[src/rtl/wnn_pkg.sv]
// ============================================================================
// Weighted nearest neighbor package
// Shared constants, function codes, register indexes, sequencer states and
// the structures that pass between the store, sequencer and datapath.
// ============================================================================
`default_nettype none

package wnn_pkg;

    // Table sizes and the index widths that follow from them.
    localparam int MAX_ENTRIES    = 256;
    localparam int MAX_COMPONENTS = 64;
    localparam int ENTRY_W        = $clog2(MAX_ENTRIES);
    localparam int COMP_W         = $clog2(MAX_COMPONENTS);
    localparam int TRAIN_AW       = ENTRY_W + COMP_W;
    localparam int TRAIN_DEPTH    = MAX_ENTRIES * MAX_COMPONENTS;

    // Field and datapath widths.
    localparam int FUNC_W   = 2;
    localparam int EFIELD_W = 8;
    localparam int CFIELD_W = 6;
    localparam int DATA_W   = 32;
    localparam int WEIGHT_W = 31;
    localparam int MAG_W    = 32;
    localparam int SQ_W     = 64;
    localparam int PROD_W   = 63;
    localparam int DIST_W   = 64;
    localparam int ECOUNT_W = 9;
    localparam int CCOUNT_W = 7;

    // Function codes carried in tuser.
    localparam logic [FUNC_W-1:0] FUNC_TRAIN  = 2'd0;
    localparam logic [FUNC_W-1:0] FUNC_WEIGHT = 2'd1;
    localparam logic [FUNC_W-1:0] FUNC_TEST   = 2'd2;

    // Configuration register indexes (paddr bit 2).
    localparam logic REG_ENTRY_COUNT     = 1'b0;
    localparam logic REG_COMPONENT_COUNT = 1'b1;

    // Search sequencer states.
    typedef enum logic [1:0] {
        ST_IDLE,
        ST_SEARCH,
        ST_DRAIN,
        ST_FINISH
    } seq_state_t;

    // Write command into the stores, decoded from one input transaction.
    typedef struct packed {
        logic                train_we;
        logic                weight_we;
        logic                test_we;
        logic [ENTRY_W-1:0]  entry;
        logic [COMP_W-1:0]   comp;
        logic [DATA_W-1:0]   data;
    } store_wr_t;

    // Read command into the stores.
    typedef struct packed {
        logic                re;
        logic [ENTRY_W-1:0]  entry;
        logic [COMP_W-1:0]   comp;
    } store_rd_t;

    // Tag that travels with each component term down the datapath.
    typedef struct packed {
        logic                valid;
        logic                first;
        logic                last_comp;
        logic                final_item;
        logic [ENTRY_W-1:0]  entry;
    } term_tag_t;

    // 64-bit unsigned add that saturates at all ones.
    function automatic logic [DIST_W-1:0] sat_add(input logic [DIST_W-1:0] a,
                                                  input logic [DIST_W-1:0] b);
        logic [DIST_W:0] s;
        s = {1'b0, a} + {1'b0, b};
        return s[DIST_W] ? {DIST_W{1'b1}} : s[DIST_W-1:0];
    endfunction

endpackage

`default_nettype wire

[src/rtl/wnn_seq.sv]
// ============================================================================
// Weighted nearest neighbor search sequencer
// Steps through every entry and component of a search, one memory read per
// cycle, and hands the result to the output register when the search ends.
// ============================================================================
`default_nettype none

module wnn_seq (
    input  wire logic                          aclk,
    input  wire logic                          aresetn,
    input  wire logic                          start,
    input  wire logic [wnn_pkg::ENTRY_W-1:0]   ne_m1,
    input  wire logic [wnn_pkg::COMP_W-1:0]    nc_m1,
    input  wire logic                          done,
    input  wire logic                          out_ready,
    output logic                               in_ready,
    output logic                               load_out,
    output wnn_pkg::store_rd_t                 rd,
    output wnn_pkg::term_tag_t                 tag
);

    wnn_pkg::seq_state_t state_reg, state_next;

    logic [wnn_pkg::ENTRY_W-1:0] entry_reg, entry_next;
    logic [wnn_pkg::COMP_W-1:0]  comp_reg,  comp_next;
    logic                        issue;
    logic                        last_comp;
    logic                        last_issue;

    assign last_comp  = (comp_reg == nc_m1);
    assign last_issue = last_comp && (entry_reg == ne_m1);

    // Next state.
    always_comb begin
        state_next = state_reg;
        unique case (state_reg)
            wnn_pkg::ST_IDLE: begin
                if (start) begin
                    state_next = wnn_pkg::ST_SEARCH;
                end
            end
            wnn_pkg::ST_SEARCH: begin
                if (last_issue) begin
                    state_next = wnn_pkg::ST_DRAIN;
                end
            end
            wnn_pkg::ST_DRAIN: begin
                if (done) begin
                    state_next = wnn_pkg::ST_FINISH;
                end
            end
            wnn_pkg::ST_FINISH: begin
                if (out_ready) begin
                    state_next = wnn_pkg::ST_IDLE;
                end
            end
            default: state_next = wnn_pkg::ST_IDLE;
        endcase
    end

    // State outputs.
    always_comb begin
        in_ready = 1'b0;
        issue    = 1'b0;
        load_out = 1'b0;
        unique case (state_reg)
            wnn_pkg::ST_IDLE:   in_ready = 1'b1;
            wnn_pkg::ST_SEARCH: issue    = 1'b1;
            wnn_pkg::ST_DRAIN:  ;
            wnn_pkg::ST_FINISH: load_out = out_ready;
            default:            ;
        endcase
    end

    // Read command and the tag that follows it.
    always_comb begin
        rd.re          = issue;
        rd.entry       = entry_reg;
        rd.comp        = comp_reg;
        tag.valid      = issue;
        tag.first      = (comp_reg == '0);
        tag.last_comp  = last_comp;
        tag.final_item = last_issue;
        tag.entry      = entry_reg;
    end

    // Entry and component counters.
    always_comb begin
        entry_next = entry_reg;
        comp_next  = comp_reg;
        if (start && (state_reg == wnn_pkg::ST_IDLE)) begin
            entry_next = '0;
            comp_next  = '0;
        end else if (issue) begin
            if (last_comp) begin
                comp_next  = '0;
                entry_next = entry_reg + wnn_pkg::ENTRY_W'(1);
            end else begin
                comp_next = comp_reg + wnn_pkg::COMP_W'(1);
            end
        end
    end

    always_ff @(posedge aclk) begin
        if (!aresetn) begin
            state_reg <= wnn_pkg::ST_IDLE;
            entry_reg <= '0;
            comp_reg  <= '0;
        end else begin
            state_reg <= state_next;
            entry_reg <= entry_next;
            comp_reg  <= comp_next;
        end
    end

endmodule

`default_nettype wire

[config.mk]
export PLATFORM = sky130hd
export DESIGN_NAME = wnn_seq
export DESIGN_NICKNAME = d
export VERILOG_FILES = /design/src/rtl/wnn_pkg.sv /design/src/rtl/wnn_seq.sv
export SDC_FILE = /design/constraint.sdc
export NUM_CORES = 1
export LEC_CHECK = 0
export BUFFER_PORTS_ARGS = -buffer_cell sky130_fd_sc_hd__buf_2
export CAP_MARGIN = 40
export CORE_MARGIN = 5
export CORE_UTILIZATION = 47
export DETAILED_ROUTE_END_ITERATION = 12
export PLACE_DENSITY = 0.79
export SETUP_SLACK_MARGIN = 0.2
export SLEW_MARGIN = 40
export SYNTH_ARGS = -nofsm -noshare
export SYNTH_HDL_FRONTEND = slang
export SYNTH_SLANG_ARGS = --single-unit
[constraint.sdc]
create_clock -name aclk -period 2.4 [get_ports aclk]
set_input_delay 0.6 -clock aclk [delete_from_list [all_inputs] [get_ports aclk]]
set_output_delay 0.6 -clock aclk [all_outputs]
set_load 0.02 [all_outputs]
### Yosys cells after proc, flatten, opt, wreduce, memory -nomap -nowiden

Index checks and enable logic that the tools add are counted.

| storage, ports and cells | value |
|---|---|
| register bits after elaboration | 16 |
| input port bits | 19 |
| output and inout port bits | 29 |

| cells by class | value |
|---|---|
| add/sub/neg operators | 2 |
| equal/unequal tests | 9 |
| muxes and demuxes | 9 |
| bitwise gates (word level) | 1 |
| reductions and logical operators | 7 |

Operators with widths:

| cell | count |
|---|---|
| 8-bit by 1-bit adder with 8-bit output, second input constant | 1 |
| 8-bit equality test | 1 |
| 2-bit 2-to-1 mux | 4 |
| 2-bit != test, second input constant | 4 |
| 2-bit one-hot mux with 4 select lines | 1 |
| 6-bit by 1-bit adder with 6-bit output, second input constant | 1 |
| 6-bit equality test | 1 |
| 6-bit logical NOT | 1 |
| 6-bit 2-to-1 mux | 1 |
| 2-bit equality test, second input constant | 2 |
| 4-bit AND reduction | 1 |
| 1-bit 2-to-1 mux | 3 |
| 2-bit by 1-bit equality test with 1-bit output, second input constant | 1 |
| 1-bit logical AND | 2 |
| 2-bit logical NOT | 1 |
| 2-bit AND reduction | 1 |
| 2-bit OR reduction | 1 |
| 1-bit inverter | 1 |

### Depth between registers and ports, before layout

| depth | value |
|---|---|
| depth after elaboration | 4 |
| gate-level depth with buffers | 7 |
| mapped depth without buffers | 6 |

### Least setup slack after synthesis

Ideal clock, no wire load.

| timing | value |
|---|---|
| kind | input-to-output |
| from | input port nc_m1[5] in the netlist's numbering |
| to | output port tag[9] in the netlist's numbering |
| arrival time | 1.609 ns |
| required time | 1.800 ns |
| slack | 0.191 ns |
| stages on the path | 5 |
| buffers on the path | 1 |
| cells stage by stage | xor2_1 -> nor4_4 -> nand2_1 -> inv_1 -> buf_4 |

| on the way | value |
|---|---|
| cells in the longest elaborated chain, start to end | 1 |

Ends and longest elaborated chain:

| item | line | source |
|---|---|---|
| from (decl) | wnn_seq.sv:13 | `input wire logic [wnn_pkg::COMP_W-1:0] nc_m1,` |
| 6-bit equality test | wnn_seq.sv:30 | `assign last_comp = (comp_reg == nc_m1);` |
| to (decl) | wnn_seq.sv:19 | `output wnn_pkg::term_tag_t tag` |

No other way between the ends.

==> run summary <==
Final Instance Area - 1450 µm²
Power Dens Cells - 556 nW/µm²
Reported leakage power - 0.749 nW
Maximum number of pins on one net before global-route repair - 14
Most frequent cell on the critical path - buf_6
Hold_ws - 0.517 ns
Sort of element at the end of the critical path - primary output
Number of buffers added on ports - 47
Final global-route overflow total - 0
Wire length of the first global-routing pass - 4.49 mm
Height of the die - 58.8 µm
Data arrival, critical path - 1.58 ns
Max Fclk - 458 MHz
Data required time of the worst path - 1.80 ns
Area taken by flip-flops and latches - 330 µm²
Overall die area - 3460 µm²
Element type at the critical path start - input port
# DRC - 0
Fraction of registers with async set/reset - 0
Die span in x - 58.8 µm
Post-synth top flop - dfxtp_1
Clock slew at reported path FFs - 0.09 ns
ANT nets after route - 0
Status - complete, no violations
Vias - 1098
Core Area - 2230 µm²
Footprint of the multi-input gates - 693 µm²
Synthesized-area fraction occupied by ao, oa, aoi and oai cells - 0.0973
Overall global routing resource usage - 0.164
Total negative setup slack - 0 ns
Vias per cell - 5.25
Hold Buf Count CTS - 0
Drt first pass iters - 5
Crit-path max FO - 2
Number of top-level pins - 48
Clock Sink Count - 16
Buffers from clock root to sink, at most - 2
Final layout net count - 209
Kind of critical path - in2out
Post-synthesis average cell area - 8.11 µm²
Switching power total - 319 µW
Flip-flop count of the largest register after layout - 8
Worst VDD drop - 395 µV
Unique cell type count in the Yosys netlist - 25
CTS tree - done
Count of final max-slew check failures - 0
Share of power burned in combinational logic - 0.445
Count of mapped cells out of synthesis - 138
Vias in the first global route - 1079
Period Utilization, post-route - 0.909
Sequential cell fraction of total power - 0.385
Final routed wire length divided by cell count - 14.0 µm
Slowest-stage cell, CP - nor4_4
Fraction of the yosys area taken by sequential cells - 0.286
Max stage delay on crit path - 0.33 ns
Number of enable flip-flop cells after synthesis - 0
Placed cell areas - 1320 µm²
Main combinational cell family by area after synthesis - simple AND/OR/NAND/NOR gates
Final setup violation count - 0
Int Power - 484 µW
Total of flip-flops plus latches after synthesis - 16
Multiplexer fraction of the synthesized cell area - 0.0358
Fillers - 199
Series of cell instances along the critical path - buf_6 -> xor2_2 -> nor4_4 -> buf_4 -> nand2_4 -> inv_2 -> buf_6
Utilization after layout - 0.647
Max-capacitance violation count - 0
Routability cong. - 0.835
Level count of the clock H-tree - 1
Number of antenna diodes - 0
CTS root buffer - clkbuf_4
Fraction of layout cells with a size suffix above 1 - 0.409
Worst clock skew - 0.00785 ns
Clock insertion delay at the later pin of the skew report - 0.28 ns
Post-synthesis share of cell area spent on and, or, nand and nor gates - 0.240
Row Count - 17
Worst max-slew margin expressed relative to the limit - 0.697
Netlist area before placement - 1120 µm²
Share of the synthesized netlist area taken by xor and xnor gates - 0.133
Overall power - 803 µW
Area added between synthesis and finish - 29.2%
Antenna violations before repair - 0
Starting utilization of the core area - 0.501
Adder and majority cell fraction of the synthesized area - 0.0783
Crit path time final - 2.18 ns
DRC violation total after the first TritonRoute iteration - 25
RSZ-0062 raised after global routing - yes
Switching power share of the total - 0.398
Count of warnings emitted by yosys - 0
Wire length reported by the detailed router - 2.92 mm
Syn nets - 164
Final Hold Viols - 0
Total clock buffers created by CTS - 3
Transition time at the pin with the least slew margin - 0.454 ns
Detail Placement HPWL - 2.13 mm
Clock group share of total power - 0.170
Classification of the worst-slack hold path - reg2reg
## Yosys cell counts, drive strengths merged, types with 3 or more instances
cell | number | share of area
xor2 | 17 | 0.13
ha | 7 | 0.078
nor4 | 4 | 0.036
inv | 11 | 0.037
nor2 | 8 | 0.027
nand4 | 4 | 0.028
buf | 13 | 0.085
nand2 | 11 | 0.037
mux2i | 4 | 0.036
or3 | 5 | 0.028
dfxtp | 16 | 0.29
a21oi | 9 | 0.040
nand3 | 10 | 0.049
and2 | 3 | 0.017
o21ai | 7 | 0.031
## worst max-delay path, delay by kind of cell
family / cells / cell delay, ns
AND/OR/NAND/NOR: 2 / 0.38
XOR/XNOR: 1 / 0.15
buffers and inverters: 4 / 0.46
## layout by cell type, fill, tap and decap left out
cell      instances
nor4_1            2
nand3_2           1
and2_1            3
a21oi_1           9
nand4_2           1
ha_1              7
nand4b_1          1
o21ai_0           7
nand2_4           1
dfxtp_2           5
inv_1            10
nand3_1           9
dfxtp_1          10
mux2i_1           4
clkbuf_4          3
nand4_1           3
nor4_2            1
dfxtp_4           1
nand2_1          10
and3_1            2
o22ai_1           1
buf_4             9
or3_1             5
a31oi_1           2
buf_2            42
inv_2             1
a221o_1           1
nor4_4            1
buf_6             4
nor2_2            1
xor2_1           14
xor2_2            3
nor2_1            7
## kinds of logic (layout without fill, tap and decap cells)
| logic type | after synthesis | in the layout |
|---|---|---|
| muxes | 4 | 4 |
| AOI/OAI and AO/OA | 20 | 20 |
| and+or+nand+nor | 48 | 48 |
| DFF | 16 | 16 |
| buffers and inverters | 26 | 69 |
| xor gates and xnor gates | 17 | 17 |
| adders and majority gates | 7 | 7 |
## timing repair
action                     CTS  global route
hold endpoints to repair     0             0
setup endpoints to repair    1             2
pin swaps                    1             1
buffers inserted             2             2
gates resized for setup      9            11
## layer usage
layer	vias to the layer above	track usage	part of all wire	wire, µm
met1	501	0.191	0.39	1140
met2	48	0.298	0.52	1510
met3	4	0.0307	0.080	233
li1	545	-	-	-
met5	-	0	0	0
met4	0	0.0518	0.012	36
## power groups by stage
stage          registers (mW)  clock network (mW)  logic [mW]
2_1_floorplan           0.319                   0       0.252
3_3_place_gp            0.311                   0       0.328
3_5_place_dp            0.313                   0       0.340
4_1_cts                 0.307               0.139       0.349
5_1_grt                 0.311               0.151       0.390
6_report                0.309               0.137       0.357
## metrics by stage
stage          cells  worst slack, ns
3_5_place_dp     202            0.126
5_1_grt          209            0.151
6_report         209            0.218
3_3_place_gp     202            0.145
2_1_floorplan    138            0.219
4_1_cts          207            0.198
## final timing paths
| kind | startpoint | to | slack [ns] | depth (start not counted) |
|---|---|---|---|---|
| max | nc_m1[0] | tag[9] | 0.22 | 7 |
| min | state_reg[1]$_SDFFE_PN0P_ | state_reg[1]$_SDFFE_PN0P_ | 0.52 | 2 |
| max reg2reg | comp_reg[2]$_SDFFE_PP0N_ | entry_reg[3]$_SDFFE_PP0P_ | 0.37 | 8 |
| min reg2reg | state_reg[1]$_SDFFE_PN0P_ | state_reg[1]$_SDFFE_PN0P_ | 0.52 | 2 |
## area by class of cell
cell class / count / share of cell area
multi-input cells: 96 / 0.480
well taps: 28 / 0.0242
flip-flops and latches: 16 / 0.229
clock buffers: 3 / 0.0156
inverters: 11 / 0.0286
repair buffers: 55 / 0.223
No activity file was read; power rests on OpenSTA's default activity.
